## src/hdl/mipmo_pkg.sv

```systemverilog
`timescale 1ns / 1ps
// ----------------------------------------------------------------------------
// mipmo_pkg
// Shared types, codes, sizes and the gamma table of the z-projection block.
// ----------------------------------------------------------------------------
package mipmo_pkg;

  localparam int unsigned MaxWidth  = 512;
  localparam int unsigned MaxHeight = 512;
  localparam int unsigned MaxDepth  = 1024;

  localparam int unsigned ColW   = $clog2(MaxWidth);
  localparam int unsigned RowW   = $clog2(MaxHeight);
  localparam int unsigned SliceW = $clog2(MaxDepth);
  localparam int unsigned AddrW  = RowW + ColW;

  // Register file: widths of the size registers follow the field widths.
  localparam int unsigned WidthRegW  = 10;
  localparam int unsigned HeightRegW = 10;
  localparam int unsigned DepthRegW  = 11;
  localparam int unsigned CfgDataW   = 11;
  localparam int unsigned CfgIdxW    = 2;

  localparam int unsigned OutColW = 10;
  localparam int unsigned OutRowW = 9;
  localparam int unsigned PixW    = 8;

  typedef enum logic [CfgIdxW-1:0] {
    CFG_WIDTH  = 2'd0,
    CFG_HEIGHT = 2'd1,
    CFG_DEPTH  = 2'd2,
    CFG_GAMMA  = 2'd3
  } cfg_idx_e;

  typedef enum logic {
    CMD_LOAD = 1'b0,
    CMD_READ = 1'b1
  } cmd_e;

  typedef enum logic [1:0] {
    ERR_NONE       = 2'd0,
    ERR_RANGE      = 2'd1,
    ERR_INCOMPLETE = 2'd2
  } rd_err_e;

  // One access toward the pixel store, issued at the accept edge.
  typedef struct packed {
    logic             valid;
    logic             is_read;
    logic             is_write;
    logic             first;
    logic             right;
    rd_err_e          err;
    logic [AddrW-1:0] addr;
    logic [PixW-1:0]  pix;
    logic [PixW-1:0]  mask;
  } req_t;

  typedef struct packed {
    logic [PixW-1:0] red;
    logic [PixW-1:0] green;
    logic [PixW-1:0] blue;
    rd_err_e         err;
  } res_t;

  typedef logic [PixW-1:0] gamma_rom_t [256];

  // Largest y with y^3 <= 255 * v^2, i.e. floor(255 * (v/255)^(2/3)).
  function automatic gamma_rom_t gamma_rom_f();
    gamma_rom_t  rom;
    int unsigned target;
    int unsigned lo;
    int unsigned hi;
    int unsigned mid;
    for (int v = 0; v < 256; v++) begin
      target = 255 * v * v;
      lo = 0;
      hi = 255;
      for (int k = 0; k < 10; k++) begin
        if (lo < hi) begin
          mid = (lo + hi + 1) / 2;
          if (mid * mid * mid <= target) begin
            lo = mid;
          end else begin
            hi = mid - 1;
          end
        end
      end
      rom[v] = lo[PixW-1:0];
    end
    return rom;
  endfunction

  localparam gamma_rom_t GammaRom = gamma_rom_f();

endpackage

```

## src/hdl/mipmo_outq.sv

```systemverilog
`timescale 1ns / 1ps
// ----------------------------------------------------------------------------
// mipmo_outq
// Small result queue that decouples the store from the output receiver.
// ----------------------------------------------------------------------------
module mipmo_outq (
  input  logic            clk_i,
  input  logic            rst_ni,
  input  logic            push_i,
  input  mipmo_pkg::res_t data_i,
  input  logic            pop_i,
  output logic            valid_o,
  output mipmo_pkg::res_t data_o,
  output logic [2:0]      count_o
);

  mipmo_pkg::res_t ent_q [4];
  logic [1:0]      wr_q, rd_q;
  logic [2:0]      cnt_q;

  always_ff @(posedge clk_i) begin
    if (push_i) begin
      ent_q[wr_q] <= data_i;
    end
  end

  always_ff @(posedge clk_i or negedge rst_ni) begin
    if (!rst_ni) begin
      wr_q  <= '0;
      rd_q  <= '0;
      cnt_q <= '0;
    end else begin
      if (push_i) begin
        wr_q <= wr_q + 1'b1;
      end
      if (pop_i) begin
        rd_q <= rd_q + 1'b1;
      end
      cnt_q <= cnt_q + {2'b0, push_i} - {2'b0, pop_i};
    end
  end

  assign valid_o = cnt_q != '0;
  assign data_o  = ent_q[rd_q];
  assign count_o = cnt_q;

endmodule

```

## config.mk

```make
export PLATFORM = sky130hd
export DESIGN_NAME = mipmo_outq
export DESIGN_NICKNAME = d
export VERILOG_FILES = /design/src/hdl/mipmo_pkg.sv /design/src/hdl/mipmo_outq.sv
export SDC_FILE = /design/constraint.sdc
export NUM_CORES = 1
export LEC_CHECK = 0
export BUFFER_PORTS_ARGS = -buffer_cell sky130_fd_sc_hd__buf_2
export CORE_AREA = 4 4 115 117
export CTS_CLUSTER_DIAMETER = 60
export DETAILED_ROUTE_END_ITERATION = 7
export DIE_AREA = 0 0 119 121
export GPL_TIMING_DRIVEN = 0
export SYNTH_ARGS = -nofsm -noshare
export SYNTH_HDL_FRONTEND = slang
export SYNTH_SLANG_ARGS = --single-unit
```

## constraint.sdc

```tcl
create_clock -name clk_i -period 2.31 [get_ports clk_i]
set_clock_uncertainty 0.05 [all_clocks]
set_input_delay 0.1155 -clock clk_i [delete_from_list [all_inputs] [get_ports clk_i]]
set_output_delay 0.1155 -clock clk_i [all_outputs]
set_load 0.005 [all_outputs]
```

==> summary.txt <==
Run status
  • Run status: completed

CTS
  • CTS clk-pin slew, worst paths: 70 ps
  • Clk buf depth: 2
  • CTS buffer count: 9
  • Clock latency on the worst-skew pair: 340 ps
  • PostCTS Resize Cnt: 0
  • CTS root buf: clkbuf_16
  • H-Tree Depth: 3
  • CTS tree: done
  • CTS sink count: 111
  • # hold bufs at CTS: 29
  • Post-CTS Setup Bufs: 0

Synthesis
  • Most used DFF post-synth: edfxtp_1
  • Synth Instances: 169
  • FFs w/ async S/R, synth: 6.31%
  • Largest family of logic cells by synthesized area: multiplexers
  • Synth Area in XOR/XNOR: 1.05%
  • Number of distinct library cells after synthesis: 16
  • Synth Area in Simple Gates: 0.927%
  • Post-Syn Area: 4190 um^2
  • Post-Synth Adder-Cell Area: 2.27%
  • #FFs+latches synth: 111
  • Mean Syn Cell Area: 24.8 um^2
  • Synth Warn #: 0
  • Synthesized Nets: 206
  • Post-synthesis sequential area ratio: 78.8%
  • Post-synthesis mux area share: 14.7%
  • Post-synth EDFFs: 104
  • Synth Area in Compound Gates: 0.120%

Placement
  • Routability congestion estimate: 0.618
  • Post-DP HPWL: 4230 um
  • Dpl cells: 400
  • Post-DP Area: 4700 um^2
  • Setup Slack @ Placement: 553 ps
  • Port Buffers: 59

Cells and area
  • Fin util: 42.5%
  • Final-stage net count: 305
  • Total inserted antenna cells: 0
  • Commonest non-fill, non-tap cell in the layout: edfxtp_1
  • Synth-to-Final Area Change: 25.6%
  • Layout Cells excl Fill: 445
  • Most frequent cells in the layout: edfxtp_1, buf_2, dlygate4sd3_1, mux4_2, clkbuf_16
  • Cell area after layout: 5260 um^2
  • Layout cells sized above 1: 36.6%

Floorplanning
  • Top-Level Pins: 60
  • DIE HEIGHT: 121 um
  • Core area: 12400 um^2
  • Starting density of the core: 33.9%
  • FP Rows: 41
  • Die X: 119 um
  • Full die area: 14400 um^2

Timing
  • Min Hold Slack: 94.2 ps
  • Final Hold Viols: 0
  • Tmin final: 1870 ps
  • Setup tns final: 0 ps
  • Final setup vio count: 0
  • Fin crit share: 81.1%
  • Final Max Slew Viols: 0
  • RSZ-0062 raised after global routing: false
  • Worst Tran Pin Value: 764 ps
  • Post-route worst setup slack: 437 ps
  • Rel. slew slack: 49.1%
  • FMAX: 0.534 GHz

Detailed routing
  • Detailed Routing Iterations Pass 1: 4
  • Final ANT Viol Nets: 0
  • Residual DRC: 0
  • Via count: 1944
  • Via-to-Cell Ratio: 4.37
  • WL per Instance: 15.9 um
  • WL final: 7070 um
  • DRT iter0 DRCs: 102

Power
  • Leak: 1.87 nW
  • Internal Power: 4.29 mW
  • Sw frac: 27.1%
  • Power, Total: 5.89 mW
  • Combinational fraction of design power: 30.0%
  • Clk network pwr share: 23.4%
  • Cell Pwr Density: 1120 nW/um^2
  • Net Sw Power: 1.60 mW
  • Share of power burned in registers: 46.7%
  • Max VDD drop: 675 uV

Critical path
  • Cell count of the worst reg-to-reg path: 7
  • Reg2reg end: count_o[2]
  • CP endpoint kind: output port
  • Critical path peak fanout: 10
  • CP Data Required Time: 2140 ps
  • R2R setup slack: 590 ps
  • CP Launch Type: register
  • Arrival time at the worst endpoint: 1710 ps
  • Worst reg2reg startpoint: count_o[0]
  • Worst Setup Path Type: register to output port

Global routing
  • Gr usage total: 10.5%
  • Vias in the first global route: 2077
  • Number of antenna violations at the first check in global routing: 0
  • Largest net degree at the start of global routing: 27
  • GRT Residual Overflow: 0
  • First-pass GRT wire length: 11200 um

Worst hold path
  • HP Class: input port to async pin

Run
  • Max_cap viols: 0
-- Yosys cell counts, types with 2 or more instances --
cell	count	share of area [%]
mux4_1	8	5.0
inv_1	6	0.54
buf_2	3	0.36
mux4_2	18	9.7
nand2_1	2	0.18
buf_12	2	0.96
dfrtp_1	7	4.2
ha_1	6	1.8
edfxtp_1	104	75
xnor2_1	3	0.63
xor2_1	2	0.42
and2_1	4	0.60
-- cells by family (layout without fill, tap and decap cells) --
family                   count (synthesis)  in the layout
flip-flops                             111            111
multiplexers                            26             26
buffers and inverters                   12            116
adder cells (fa/ha/maj)                  7              7
AND/OR/NAND/NOR                          7              7
XOR/XNOR                                 5              5
AO/OA/AOI/OAI                            1              1
-- critical path, cell delays in order, from the launching register on --
cell and delay (ps):
dfrtp_1 320, buf_2 220, buf_2 320, mux4_2 360, buf_2 150
-- state kept, by name (all words and copies together), names as in the netlist --
name,flops
ent_q,104
rd_q,2
wr_q,2
count_o,3
-- power groups by stage --
stage | Sequential [mW] | Combinational [mW] | Clock [mW]
3_5_place_dp | 2.80 | 1.81 | 0
6_report | 2.75 | 1.77 | 1.38
3_3_place_gp | 2.79 | 1.78 | 0
2_1_floorplan | 2.77 | 1.14 | 0
5_1_grt | 2.79 | 1.97 | 1.49
4_1_cts | 2.76 | 1.84 | 1.43
-- routing by layer --
layer	up-vias	track usage (%)	wire length, um
li1	900	-	-
met1	998	12.9	3080
met2	39	17.2	3620
met3	7	3.36	271
met4	0	3.91	99
met5	-	0	0
-- area by class of cell --
type,count,area (um^2)
Tap cell,172,215
Inverter,6,22.5
Buffer,6,66.3
Fill cell,1096,7110
Clock inverter,6,36.3
Multi-Input combinational cell,46,803
Timing Repair Buffer,88,586
Clock buffer,10,229
Sequential cell,111,3300
-- worst max path at each step --
stage	startpoint	end	depth (start not counted)
3_3_place_gp	wr_q[0]	ent_q[2][8]	3
4_1_cts	rd_q[1]	data_o[23]	4
3_5_place_dp	wr_q[0]	ent_q[0][15]	3
2_1_floorplan	wr_q[0]	ent_q[0][0]	3
5_1_grt	rd_q[1]	data_o[7]	4
6_report	rd_q[1]	data_o[23]	4
Power figures use the tool's default switching activity.
