<file path="src/hdl/mipmo_pkg.sv">
`timescale 1ns / 1ps
// ----------------------------------------------------------------------------
// mipmo_pkg
// Shared types, codes, sizes and the gamma table of the z-projection block.
// ----------------------------------------------------------------------------
package mipmo_pkg;

  localparam int unsigned MaxWidth  = 512;
  localparam int unsigned MaxHeight = 512;
  localparam int unsigned MaxDepth  = 1024;

  localparam int unsigned ColW   = $clog2(MaxWidth);
  localparam int unsigned RowW   = $clog2(MaxHeight);
  localparam int unsigned SliceW = $clog2(MaxDepth);
  localparam int unsigned AddrW  = RowW + ColW;

  // Register file: widths of the size registers follow the field widths.
  localparam int unsigned WidthRegW  = 10;
  localparam int unsigned HeightRegW = 10;
  localparam int unsigned DepthRegW  = 11;
  localparam int unsigned CfgDataW   = 11;
  localparam int unsigned CfgIdxW    = 2;

  localparam int unsigned OutColW = 10;
  localparam int unsigned OutRowW = 9;
  localparam int unsigned PixW    = 8;

  typedef enum logic [CfgIdxW-1:0] {
    CFG_WIDTH  = 2'd0,
    CFG_HEIGHT = 2'd1,
    CFG_DEPTH  = 2'd2,
    CFG_GAMMA  = 2'd3
  } cfg_idx_e;

  typedef enum logic {
    CMD_LOAD = 1'b0,
    CMD_READ = 1'b1
  } cmd_e;

  typedef enum logic [1:0] {
    ERR_NONE       = 2'd0,
    ERR_RANGE      = 2'd1,
    ERR_INCOMPLETE = 2'd2
  } rd_err_e;

  // One access toward the pixel store, issued at the accept edge.
  typedef struct packed {
    logic             valid;
    logic             is_read;
    logic             is_write;
    logic             first;
    logic             right;
    rd_err_e          err;
    logic [AddrW-1:0] addr;
    logic [PixW-1:0]  pix;
    logic [PixW-1:0]  mask;
  } req_t;

  typedef struct packed {
    logic [PixW-1:0] red;
    logic [PixW-1:0] green;
    logic [PixW-1:0] blue;
    rd_err_e         err;
  } res_t;

  typedef logic [PixW-1:0] gamma_rom_t [256];

  // Largest y with y^3 <= 255 * v^2, i.e. floor(255 * (v/255)^(2/3)).
  function automatic gamma_rom_t gamma_rom_f();
    gamma_rom_t  rom;
    int unsigned target;
    int unsigned lo;
    int unsigned hi;
    int unsigned mid;
    for (int v = 0; v < 256; v++) begin
      target = 255 * v * v;
      lo = 0;
      hi = 255;
      for (int k = 0; k < 10; k++) begin
        if (lo < hi) begin
          mid = (lo + hi + 1) / 2;
          if (mid * mid * mid <= target) begin
            lo = mid;
          end else begin
            hi = mid - 1;
          end
        end
      end
      rom[v] = lo[PixW-1:0];
    end
    return rom;
  endfunction

  localparam gamma_rom_t GammaRom = gamma_rom_f();

endpackage

</file>
<file path="src/hdl/mipmo_seq.sv">
`timescale 1ns / 1ps
// ----------------------------------------------------------------------------
// mipmo_seq
// Raster position counters, frame status and request formation for the store.
// ----------------------------------------------------------------------------
module mipmo_seq (
  input  logic                               clk_i,
  input  logic                               rst_ni,
  input  logic                               accept_i,
  input  logic                               command_i,
  input  logic                               frame_start_i,
  input  logic [mipmo_pkg::PixW-1:0]         voxel_value_i,
  input  logic [mipmo_pkg::PixW-1:0]         mask_value_i,
  input  logic [mipmo_pkg::OutColW-1:0]      out_col_i,
  input  logic [mipmo_pkg::OutRowW-1:0]      out_row_i,
  input  logic [mipmo_pkg::WidthRegW-1:0]    width_i,
  input  logic [mipmo_pkg::HeightRegW-1:0]   height_i,
  input  logic [mipmo_pkg::DepthRegW-1:0]    depth_i,
  input  logic                               gamma_en_i,
  output mipmo_pkg::req_t                    req_o
);

  logic [mipmo_pkg::ColW-1:0]   col_q, col_d, col_eff;
  logic [mipmo_pkg::RowW-1:0]   row_q, row_d, row_eff;
  logic [mipmo_pkg::SliceW-1:0] slice_q, slice_d, slice_eff;
  logic                         done_q, done_d, done_eff;

  logic                                load;
  logic [mipmo_pkg::ColW:0]            col_nx;
  logic [mipmo_pkg::RowW:0]            row_nx;
  logic [mipmo_pkg::SliceW:0]          slice_nx;
  logic                                col_wrap, row_wrap, slice_wrap;
  logic                                range_bad;
  logic                                right;
  logic [mipmo_pkg::OutColW-1:0]       src_col;
  logic [mipmo_pkg::PixW-1:0]          pix;

  assign load = accept_i && (mipmo_pkg::cmd_e'(command_i) == mipmo_pkg::CMD_LOAD);

  // A frame start takes effect before the voxel it comes with is placed.
  assign col_eff   = frame_start_i ? '0 : col_q;
  assign row_eff   = frame_start_i ? '0 : row_q;
  assign slice_eff = frame_start_i ? '0 : slice_q;
  assign done_eff  = frame_start_i ? 1'b0 : done_q;

  assign col_nx     = {1'b0, col_eff} + 1'b1;
  assign row_nx     = {1'b0, row_eff} + 1'b1;
  assign slice_nx   = {1'b0, slice_eff} + 1'b1;
  assign col_wrap   = col_nx >= width_i;
  assign row_wrap   = row_nx >= height_i;
  assign slice_wrap = slice_nx >= depth_i;

  always_comb begin
    col_d   = col_q;
    row_d   = row_q;
    slice_d = slice_q;
    done_d  = done_q;
    if (load) begin
      col_d   = col_eff;
      row_d   = row_eff;
      slice_d = slice_eff;
      done_d  = done_eff;
      if (!done_eff) begin
        if (col_wrap) begin
          col_d = '0;
          if (row_wrap) begin
            row_d = '0;
            if (slice_wrap) begin
              slice_d = '0;
              done_d  = 1'b1;
            end else begin
              slice_d = slice_nx[mipmo_pkg::SliceW-1:0];
            end
          end else begin
            row_d = row_nx[mipmo_pkg::RowW-1:0];
          end
        end else begin
          col_d = col_nx[mipmo_pkg::ColW-1:0];
        end
      end
    end
  end

  always_ff @(posedge clk_i or negedge rst_ni) begin
    if (!rst_ni) begin
      col_q   <= '0;
      row_q   <= '0;
      slice_q <= '0;
      done_q  <= 1'b0;
    end else begin
      col_q   <= col_d;
      row_q   <= row_d;
      slice_q <= slice_d;
      done_q  <= done_d;
    end
  end

  assign range_bad = ({1'b0, out_col_i} >= {width_i, 1'b0}) ||
                     ({1'b0, out_row_i} >= height_i);
  assign right     = out_col_i >= width_i;
  assign src_col   = right ? (out_col_i - width_i) : out_col_i;
  assign pix       = gamma_en_i ? mipmo_pkg::GammaRom[voxel_value_i] : voxel_value_i;

  always_comb begin
    req_o          = '0;
    req_o.valid    = accept_i;
    req_o.is_read  = accept_i && !load;
    req_o.is_write = load && !done_eff;
    req_o.first    = slice_eff == '0;
    req_o.right    = right;
    req_o.pix      = pix;
    req_o.mask     = mask_value_i;
    if (load) begin
      req_o.addr = {row_eff, col_eff};
    end else begin
      req_o.addr = {out_row_i, src_col[mipmo_pkg::ColW-1:0]};
    end
    priority if (!done_q) begin
      req_o.err = mipmo_pkg::ERR_INCOMPLETE;
    end else if (range_bad) begin
      req_o.err = mipmo_pkg::ERR_RANGE;
    end else begin
      req_o.err = mipmo_pkg::ERR_NONE;
    end
  end

endmodule

</file>
<file path="config.mk">
export PLATFORM = sky130hd
export DESIGN_NAME = mipmo_seq
export DESIGN_NICKNAME = d
export VERILOG_FILES = /design/src/hdl/mipmo_pkg.sv /design/src/hdl/mipmo_seq.sv
export SDC_FILE = /design/constraint.sdc
export NUM_CORES = 1
export LEC_CHECK = 0
export BUFFER_PORTS_ARGS = -buffer_cell sky130_fd_sc_hd__buf_2
export CAP_MARGIN = 40
export CORE_ASPECT_RATIO = 0.9
export CORE_UTILIZATION = 45
export CTS_BUF_LIST = sky130_fd_sc_hd__clkbuf_4
export DETAILED_ROUTE_END_ITERATION = 16
export GPL_ROUTABILITY_DRIVEN = 1
export PLACE_DENSITY = 0.68
export SETUP_SLACK_MARGIN = 0.02
export SLEW_MARGIN = 5
export SYNTH_ARGS = -nofsm -noshare
export SYNTH_HDL_FRONTEND = slang
export SYNTH_SLANG_ARGS = --single-unit
</file>
<file path="constraint.sdc">
create_clock -name clk_i -period 5.95 [get_ports clk_i]
set_input_delay 0.2975 -clock clk_i [delete_from_list [all_inputs] [get_ports clk_i]]
set_output_delay 0.2975 -clock clk_i [all_outputs]
set_load 0.02 [all_outputs]
</file>
==> run_results.csv, run 1 <==
group,metric,value,unit
power_and_ir_drop,irDropWorstVdd,0.0000664,V
outcome,result_of_the_run,"finished, violations left",
place,hpwl,11400,um
floorplan,core-area,12100,um^2
timing,rsz_0062_raised_after_global_routing,"false",
power_and_ir_drop,overall_power_consumption,0.701,mW
timing,fin_ws,2330,ps
place,preCtsSetupSlack,2090,ps
global_routing,grt_antenna_before_repair,0,
timing,holdWs,-18.4,ps
finish,post_route_cells_drive_above_1_share,0.157,
clock_network,holdBufCountCts,0,
routing,routed_vias_inst,5.96,
yosys,synth_xor_area_frac,0.0407,
floorplan,initial_util,0.464,
timing,max_freq,0.276,GHz
global_routing,first_pass_grt_wire_length,25700,um
timing,max_slew_margin,0.484,
yosys,dominant_combinational_cell_family_by_area_after_synthesis,"compound AO/OA/AOI/OAI gates",
worst_setup_path,end_kind,"output pin",
clock_network,cts_setup_buffers,0,
yosys,synth_compound_gate_area_share,0.316,
timing,period_share,0.608,
yosys,synth.mux.area_fraction,0.0393,
floorplan,fp.dieArea,12900,um^2
timing,fin_tns_setup,0,ps
yosys,synth_most_common_cell,"nand2_1",
worst_setup_path,worst_ep_required_time,5650,ps
timing,drv_slew,0,
place,routability_cong,0.865,
timing,hold_viol_final,20,
clock_network,clk_latency,340,ps
yosys,area_fraction_in_and_or_nand_and_nor_cells_after_synthesis,0.222,
power_and_ir_drop,p_int,0.392,mW
power_and_ir_drop,p_leak,2.86,nW
clock_network,tritoncts_num_sinks,29,
worst_setup_path,cp-start-kind,"input port",
timing,final.min_clock_period,3620,ps
power_and_ir_drop,clock_power_share,0.179,
routing,routed_wire_length,15600,um
yosys,synth.distinct_cells,72,
yosys,synth.cells.most_frequent,"nand2_1, a21oi_1, ha_1",
worst_setup_path,regToRegSetupSlack,2340,ps
routing,dr_total_vias,5896,
global_routing,grt_overflow_total,0,
clock_network,clockRootBuffer,"clkbuf_4",
power_and_ir_drop,power.density,116,nW/um^2
clock_network,count_of_instances_resized_after_the_clock_tree_is_built,0,
floorplan,placement_rows,38,
timing,clock-skew-final,11.1,ps
yosys,synth_seq_area_share,0.130,
yosys,synth.avg_cell_area,7.16,um^2
job,drv_cap,0,
yosys,ys_async_sr_fraction,1.00,
yosys,fraction_of_synthesized_cell_area_taken_by_the_top_area_cell_type,0.154,
clock_network,htree_levels,2,
finish,layout_stage_area_growth_over_the_synthesis_result,8.05,%
yosys,yosys_warnings,0,
place,port-buffer-count,96,
power_and_ir_drop,switchingPower,0.309,mW
global_routing,total_global_route_track_usage,0.240,
routing,drt_drc_violations_left,0,
power_and_ir_drop,p_seq_frac,0.297,
yosys,synth_top_flop_cell,"dfrtp_1",
worst_setup_path,worst-setup-path-type,"input port to output pin",
yosys,synthesis.instances,782,
floorplan,dieWidth,120,um
power_and_ir_drop,switching_share,0.441,
finish,insertedDiodeCount,0,
finish,final_core_utilization,0.501,
yosys,netlist_area,5600,um^2
floorplan,ioPinCount,113,
floorplan,die_height,108,um
timing,tightestPinTransition,766,ps
worst_hold_path,min-delay-path-class,"input port to async pin",
yosys,ys_seq_elements,29,
clock_network,cts_tree,"yes",
worst_setup_path,cp_max_fo,21,
power_and_ir_drop,comb_power_share,0.524,
clock_network,number_of_buffers_created_by_cts,5,
finish,design_area,6050,um^2
routing,initialDrtViolationCount,768,
timing,setup_viol_count_final,0,
clock_network,clkSlewWorstSetupHoldPaths,110,ps
finish,fin_nets,970,
yosys,syn_nets,924,
routing,first_pass_iters,7,
yosys,synth_area_leader_cell,"ha_1",
routing,wl_per_cell,15.8,um
worst_setup_path,arrival,3320,ps
routing,postRouteAntennaNets,0,
global_routing,grt_pass1_vias,5196,
clock_network,clock_path_buffers,2,
global_routing,maximum_number_of_pins_on_one_net_before_global_route_repair,59,
yosys,number_of_synthesized_flops_with_an_enable_pin,0,
yosys,synth-adder-area-share,0.158,
place,placed_cell_area,5990,um^2
outcome,violations_in_the_final_reports,"hold timing",
yosys,synthTopCellsByArea,"ha_1, dfrtp_1, a21oi_1, nand2_1, o21ai_0",
[per-layer routing]
layer  share of wire  global-route usage  vias to the layer above
li1                -                   -                     2972
met1            0.49               0.363                     2686
met2            0.44               0.366                      230
met3           0.067              0.0291                        8
met4          0.0035              0.0384                        0
met5               0                   0                        -
[layout by cell type (no fill, tap or decap), drive strengths merged, types with 5 or more instances in the layout]
master	instances
nand3	27
a22o	14
nand4	10
a221oi	8
nor2	60
nand2	90
xnor2	11
a31oi	8
o22ai	6
clkbuf	6
dfrtp	29
o21ai	60
o221ai	9
o311a	5
nor2b	19
and4	5
o311ai	7
a2111oi	7
inv	47
mux2i	13
o21a	5
a21oi	69
a21o	10
nand2b	12
ha	69
buf	104
nor3	14
a211oi	7
o211ai	11
and2	6
xor2	15
and3	6
o31ai	5
[logic make-up (layout without fill, tap and decap cells)]
logic type	after synthesis	count (layout)
compound gates	263	263
xor+xnor	26	26
fa+ha+maj	70	70
buf+inv	114	161
flops	29	29
mux	19	19
simple gates	261	261
[cell type report]
class / instances / area (um^2)
tap: 160 / 200
multi-input combinational: 639 / 4340
clock inverter: 2 / 10.0
inverter: 49 / 184
clock buffer: 6 / 45.0
fill: 1253 / 6030
sequential: 29 / 726
timing repair buffer: 104 / 541
[state kept, by name (all words and copies together), names as in the netlist]
register  flops
row_q         9
col_q         9
slice_q      10
done_q        1
[stage by stage]
stage	hold slack [ps]	std cells
3_3_place_gp	374	981
4_1_cts	10.2	989
6_report	-18.4	989
5_1_grt	34.5	989
2_1_floorplan	1.91	782
3_5_place_dp	371	981
[power by group through the flow]
stage          Clock (mW)  Combinational [mW]  Sequential (mW)
2_1_floorplan           0               0.275            0.209
3_3_place_gp            0               0.360            0.212
3_5_place_dp            0               0.362            0.212
4_1_cts             0.125               0.363            0.208
5_1_grt             0.132               0.408            0.209
6_report            0.125               0.367            0.209
[worst paths after layout]
check / from / end / cells after the start
setup / recovery: voxel_value_i[1] / req_o[8] / 11
hold / removal: rst_ni / slice_q[1] / 1
setup reg to reg: row_q[0] / row_q[7] / 15
hold reg to reg: row_q[6] / row_q[6] / 1
max in group asynchronous: rst_ni / col_q[7] / 1
min in group clk_i: command_i / col_q[0] / 5
[worst max-delay path: stages]
cell	delay, ps
buf_2	350
clkinv_1	430
ha_1	640
nor2_1	330
o21ai_0	150
o31a_1	130
a2111oi_0	460
nor3_1	100
o22ai_1	130
a41oi_1	90
buf_2	210
Power figures use the tool's default switching activity.
==> inputs of run 2 (changes only) <==
- PLACE_DENSITY: 0.68 -> 0.71
- clock period: 5.95 -> 3.15 ns (I/O delays scaled with it)
==> run 2 against run 1 <==
  * The run now ends clean
  * Flip-flop and latch count unchanged
  * Sequential share of layout area down 0.79 points
  * Sequential power up 86%
  * Total power up 100%
  * Critical endpoint is now slice_q[8]
  * Routed wire length up 3.3%
  * Highest routed layer unchanged
  * First-iteration DRC count down 19%
  * Combinational power up 98%
  * Via count up 4.1%
  * Largest power group unchanged
  * Utilization up 3.6 points
  * Non-clock buffer count up 40
  * Hold slack better by 330 ps
==> run_results.csv, run 2 (same netlist as run 1, synthesis figures left out) <==
group,metric,value,unit
outcome,result_of_the_run,"complete, no violations",
place,preCtsSetupSlack,43.5,ps
timing,holdWs,315,ps
worst_setup_path,crit_chain,"nor2b_2 > ha_2 > nand4_1 > xor2_1 > nor2_1 > ha_1 > and4_1 > nand2_1 > a21oi_1 > a211o_2 > and2_4 > buf_4 > a31o_2 > o311ai_0",
worst_setup_path,worst_path_largest_cell_delay,430,ps
timing,final.min_clock_period,2980,ps
power_and_ir_drop,irDropWorstVdd,0.000148,V
clock_network,htree_levels,2,
global_routing,grt_pass1_vias,5488,
routing,maxUsedRoutingLayer,"met4",
power_and_ir_drop,p_leak,3.06,nW
global_routing,maximum_number_of_pins_on_one_net_before_global_route_repair,32,
routing,wl_per_cell,15.7,um
floorplan,ioPinCount,113,
routing,drt_drc_violations_left,0,
job,drv_cap,0,
routing,routed_vias_inst,5.96,
worst_setup_path,critPathTopFamily,"simple AND/OR/NAND/NOR gates",
timing,rsz_0062_raised_after_global_routing,"false",
routing,first_pass_iters,6,
timing,clock-skew-final,3.88,ps
finish,final.fill_count,1180,
timing,period_share,0.947,
timing,max_freq,0.335,GHz
clock_network,tritoncts_num_sinks,29,
clock_network,clockRootBuffer,"clkbuf_4",
routing,detailroute.wirelength.met2,7260,um
finish,layout_stage_area_growth_over_the_synthesis_result,15.9,%
clock_network,number_of_buffers_created_by_cts,5,
global_routing,total_global_route_track_usage,0.251,
routing,postRouteAntennaNets,0,
worst_setup_path,worst-setup-path-type,"flip-flop to flip-flop",
global_routing,first_pass_grt_wire_length,26700,um
finish,regMostFlops,"slice_q",
worst_setup_path,crit_path_buffers_inverters,1,
floorplan,die_height,108,um
routing,met3RoutedLength,1260,um
clock_network,clkSlewWorstSetupHoldPaths,100,ps
worst_hold_path,min-delay-path-class,"input port to output pin",
clock_network,clk_latency,340,ps
worst_setup_path,end_kind,"flip-flop",
finish,fin_cells,1030,
worst_setup_path,worst_ep_required_time,3380,ps
floorplan,dieWidth,120,um
worst_setup_path,arrival,3220,ps
timing,hold_viol_final,0,
finish,max_ffs_per_register,10,
power_and_ir_drop,power.density,221,nW/um^2
worst_setup_path,regToRegSetupSlack,170,ps
finish,leading_registers_by_flop_count,"slice_q (10), col_q (9), row_q (9)",
timing,fin_ws,168,ps
clock_network,cts_tree,"yes",
worst_setup_path,cpMaxStageDelayCell,"dfrtp_2",
finish,fin_nets,1010,
place,port-buffer-count,96,
finish,post_route_cells_drive_above_1_share,0.219,
floorplan,initial_util,0.464,
place,hpwl,12000,um
clock_network,clock_path_buffers,2,
timing,drv_slew,0,
timing,max_slew_margin,0.485,
worst_setup_path,cp-start-kind,"flip-flop",
routing,routed_wire_length,16200,um
routing,dr_total_vias,6139,
global_routing,grt_overflow_total,0,
routing,initialDrtViolationCount,619,
timing,tightestPinTransition,773,ps
floorplan,core-area,12100,um^2
routing,met1Wirelength,7510,um
floorplan,placement_rows,38,
global_routing,grt_antenna_before_repair,0,
timing,fin_tns_setup,0,ps
finish,layout.cells.most_common,"buf_2",
place,routability_cong,0.942,
finish,final_cell_mix,"buf_2, nand2_1, a21oi_1, ha_1, nor2_1",
timing,setup_viol_count_final,0,
place,place.detailed.instances,1012,
worst_setup_path,cp_max_fo,8,
floorplan,fp.dieArea,12900,um^2
run 2: cell types whose count changed in the layout (fill, tap and decap cells not counted), sizes merged:
cell	change
diode	+1
bufinv	+1
clkinv	-1
dlygate4sd3	+1
buf	+39
run 2: layer usage:
| metal | vias to the layer above | global-route usage |
|---|---|---|
| met5 | - | 0 |
| met4 | 0 | 0.0500 |
| met3 | 16 | 0.0344 |
| met2 | 259 | 0.395 |
| met1 | 2821 | 0.362 |
| li1 | 3043 | - |
run 2: repair_timing:
| item | CTS | global route |
|---|---|---|
| buffers inserted | 0 | 8 |
| hold endpoints to repair | 29 | 0 |
| gates resized for setup | 0 | 26 |
| hold buffers | 1 | 0 |
| endpoints found under the setup margin | 0 | 23 |
run 2: cell type report:
| class | instances | area, um^2 | share of cell area |
|---|---|---|---|
| Timing Repair Buffer | 144 | 860 | 0.132 |
| Inverter | 49 | 184 | 0.0284 |
| Tap cell | 160 | 200 | 0.0309 |
| Clock buffer | 6 | 45.0 | 0.00694 |
| Sequential cell | 29 | 727 | 0.112 |
| Multi-Input combinational cell | 639 | 4440 | 0.684 |
| Antenna cell | 1 | 2.50 | 0.000386 |
| Clock inverter | 2 | 33.8 | 0.00521 |
run 2: worst paths after layout:
path	start	endpoint	depth (start not counted)
worst max-delay path	col_q[1]	slice_q[8]	14
worst min-delay path	mask_value_i[0]	req_o[0]	0
worst max register to register	col_q[1]	slice_q[8]	14
worst min register to register	row_q[6]	row_q[6]	1
max in group asynchronous	rst_ni	col_q[1]	2
min in group asynchronous	rst_ni	row_q[3]	2
run 2: power by group:
part,switching (mW),internal [mW],total [mW]
clock,0.146,0.174,0.319
combinational,0.438,0.287,0.725
sequential,0.00871,0.381,0.389
run 2: worst reg2reg max path: cells and delay by family, from the launching register on:
kind            cells  cell delay (ps)
xor+xnor            1              160
compound gates      4              730
fa+ha+maj           2              520
buf+inv             1              130
flops               1              430
simple gates        6              920
run 2: stage by stage:
step                 util  total power, mW  cell area [um^2]
finish              0.537             1.43              6490
global route        0.537             1.53              6480
floorplan               -            0.915              5600
global placement    0.517             1.10              6240
CTS                 0.524             1.42              6330
detailed placement  0.517             1.11              6240
==> inputs of run 3 (changes only) <==
- CTS_BUF_LIST: sky130_fd_sc_hd__clkbuf_4 -> sky130_fd_sc_hd__clkbuf_2 sky130_fd_sc_hd__clkbuf_4 sky130_fd_sc_hd__clkbuf_8
==> run 3 against run 2 <==
  * Sequential share of layout area about the same
  * Largest power group unchanged
  * Design area increased by 0.35%
  * Combinational power about the same
  * Via count increased by 1.2%
  * Fmax increased by 1.6%
  * Final cell count decreased by 0.29%
  * Count of clock-buffer cells in the layout increased by 1
  * First-iteration DRC count decreased by 0.97%
  * Clock power increased by 31%
  * Flip-flop and latch count unchanged
==> run_results.csv, run 3 (same netlist as run 1, synthesis figures left out) <==
group,metric,value,unit
power_and_ir_drop,irDropWorstVdd,0.000207,V
place,preCtsSetupSlack,43.5,ps
global_routing,grt_pass1_vias,5508,
worst_setup_path,r2r_cells,15,
place,routability_cong,0.942,
finish,insertedDiodeCount,0,
place,port-buffer-count,96,
power_and_ir_drop,comb_power_share,0.474,
finish,final_cell_mix,"buf_2, nand2_1, a21oi_1, ha_1, nor2_1",
finish,regMostFlops,"slice_q",
power_and_ir_drop,p_leak,3.07,nW
finish,multiInputGateArea,4430,um^2
finish,final_core_utilization,0.539,
place,hpwl,12000,um
global_routing,total_global_route_track_usage,0.251,
routing,postRouteAntennaNets,0,
clock_network,clk_latency,290,ps
floorplan,fp.dieArea,12900,um^2
clock_network,tritoncts_num_sinks,29,
outcome,result_of_the_run,"complete, no violations",
clock_network,htree_levels,2,
finish,layout.cells.most_common,"buf_2",
routing,initialDrtViolationCount,613,
power_and_ir_drop,switchingPower,0.598,mW
floorplan,ioPinCount,113,
power_and_ir_drop,power.density,235,nW/um^2
finish,leading_registers_by_flop_count,"slice_q (10), col_q (9), row_q (9)",
clock_network,clock_path_buffers,2,
global_routing,maximum_number_of_pins_on_one_net_before_global_route_repair,32,
floorplan,initial_util,0.464,
worst_setup_path,worst-setup-path-type,"flip-flop to flip-flop",
timing,max_freq,0.341,GHz
clock_network,clockRootBuffer,"clkbuf_8",
place,place.detailed.instances,1012,
timing,final.min_clock_period,2930,ps
routing,first_pass_iters,6,
finish,post_route_cells_drive_above_1_share,0.217,
floorplan,placement_rows,38,
global_routing,grt_overflow_total,0,
timing,hold_viol_final,0,
worst_hold_path,hold_depth,0,
worst_hold_path,min-delay-path-class,"input port to output pin",
timing,fin_ws,216,ps
clock_network,clkSlewWorstSetupHoldPaths,60,ps
power_and_ir_drop,clock_power_share,0.272,
timing,period_share,0.931,
worst_setup_path,worst_ep_required_time,3320,ps
finish,final.fill_count,1171,
finish,fin_cells,1027,
job,drv_cap,0,
global_routing,first_pass_grt_wire_length,26800,um
worst_setup_path,arrival,3100,ps
power_and_ir_drop,switching_share,0.390,
finish,fin_nets,1008,
floorplan,die_height,108,um
timing,tightestPinTransition,783,ps
timing,rsz_0062_raised_after_global_routing,"false",
routing,routed_vias_inst,6.05,
routing,routed_wire_length,16100,um
worst_setup_path,end_kind,"flip-flop",
timing,clock-skew-final,5.56,ps
clock_network,cts_tree,"yes",
worst_setup_path,cp_max_fo,6,
power_and_ir_drop,p_seq_frac,0.254,
timing,fin_tns_setup,0,ps
routing,drt_drc_violations_left,0,
global_routing,grt_antenna_before_repair,0,
floorplan,dieWidth,120,um
routing,dr_total_vias,6210,
timing,setup_viol_count_final,0,
power_and_ir_drop,p_int,0.934,mW
finish,layout_stage_area_growth_over_the_synthesis_result,16.3,%
finish,sequential_cell_area,727,um^2
finish,max_ffs_per_register,10,
floorplan,core-area,12100,um^2
clock_network,number_of_buffers_created_by_cts,5,
timing,max_slew_margin,0.478,
timing,drv_slew,0,
worst_setup_path,cp-start-kind,"flip-flop",
routing,wl_per_cell,15.7,um
## run 3: cell type report
class | count | area share
clock inverters | 1 | 0.00461
well taps | 160 | 0.0308
multi-input cells | 639 | 0.681
inverters | 49 | 0.0283
flip-flops and latches | 29 | 0.112
repair buffers | 142 | 0.130
clock buffers | 7 | 0.0138
## run 3: routing by layer
metal / vias to the layer above / GRT usage / part of all wire
met2: 306 / 0.395 / 0.45
met1: 2853 / 0.363 / 0.46
li1: 3036 / - / -
met5: - / 0 / 0
met3: 15 / 0.0360 / 0.088
met4: 0 / 0.0446 / 0.0066
## run 3: timing repair
item | CTS | global route
hold endpoints to repair | 29 | 0
setup endpoints to repair | 0 | 23
hold buffers | 1 | 0
gates resized for setup | 0 | 25
buffers inserted | 0 | 6
## run 3: critical path: stages, from the launching register on
cell and delay, ps:
dfrtp_1 360, nor2b_4 180, ha_4 150, and3_4 190, and3_4 190, nand3_2 80, xor2_1 130, nor2_1 80
ha_1 270, nand2_1 60, nor2_1 180, nand3_1 150, nand2_2 170, nand3_1 130, a21o_1 270, a32o_1 240
## run 3: metrics by stage
stage / total power [mW] / hold slack (ps) / area, um^2
after detailed placement: 1.11 / 234 / 6240
final: 1.53 / 315 / 6510
after global placement: 1.10 / 225 / 6240
after floorplan: 0.915 / -138 / 5600
after CTS: 1.52 / 315 / 6370
after global routing: 1.64 / 315 / 6510
## run 3: final timing paths
| path | start | end | slack [ps] |
|---|---|---|---|
| worst max-delay path | row_q[0] | slice_q[0] | 220 |
| worst min-delay path | mask_value_i[0] | req_o[0] | 320 |
| worst max register to register | row_q[0] | slice_q[0] | 220 |
| worst min register to register | row_q[6] | row_q[6] | 530 |
| max in group asynchronous | rst_ni | col_q[1] | 2240 |
| min in group asynchronous | rst_ni | row_q[3] | 430 |
## run 3: power by group through the flow
| stage | clock network (mW) | logic (mW) | registers (mW) |
|---|---|---|---|
| 6_report | 0.417 | 0.726 | 0.390 |
| 3_3_place_gp | 0 | 0.705 | 0.396 |
| 2_1_floorplan | 0 | 0.520 | 0.395 |
| 3_5_place_dp | 0 | 0.711 | 0.395 |
| 4_1_cts | 0.419 | 0.714 | 0.389 |
| 5_1_grt | 0.439 | 0.806 | 0.391 |
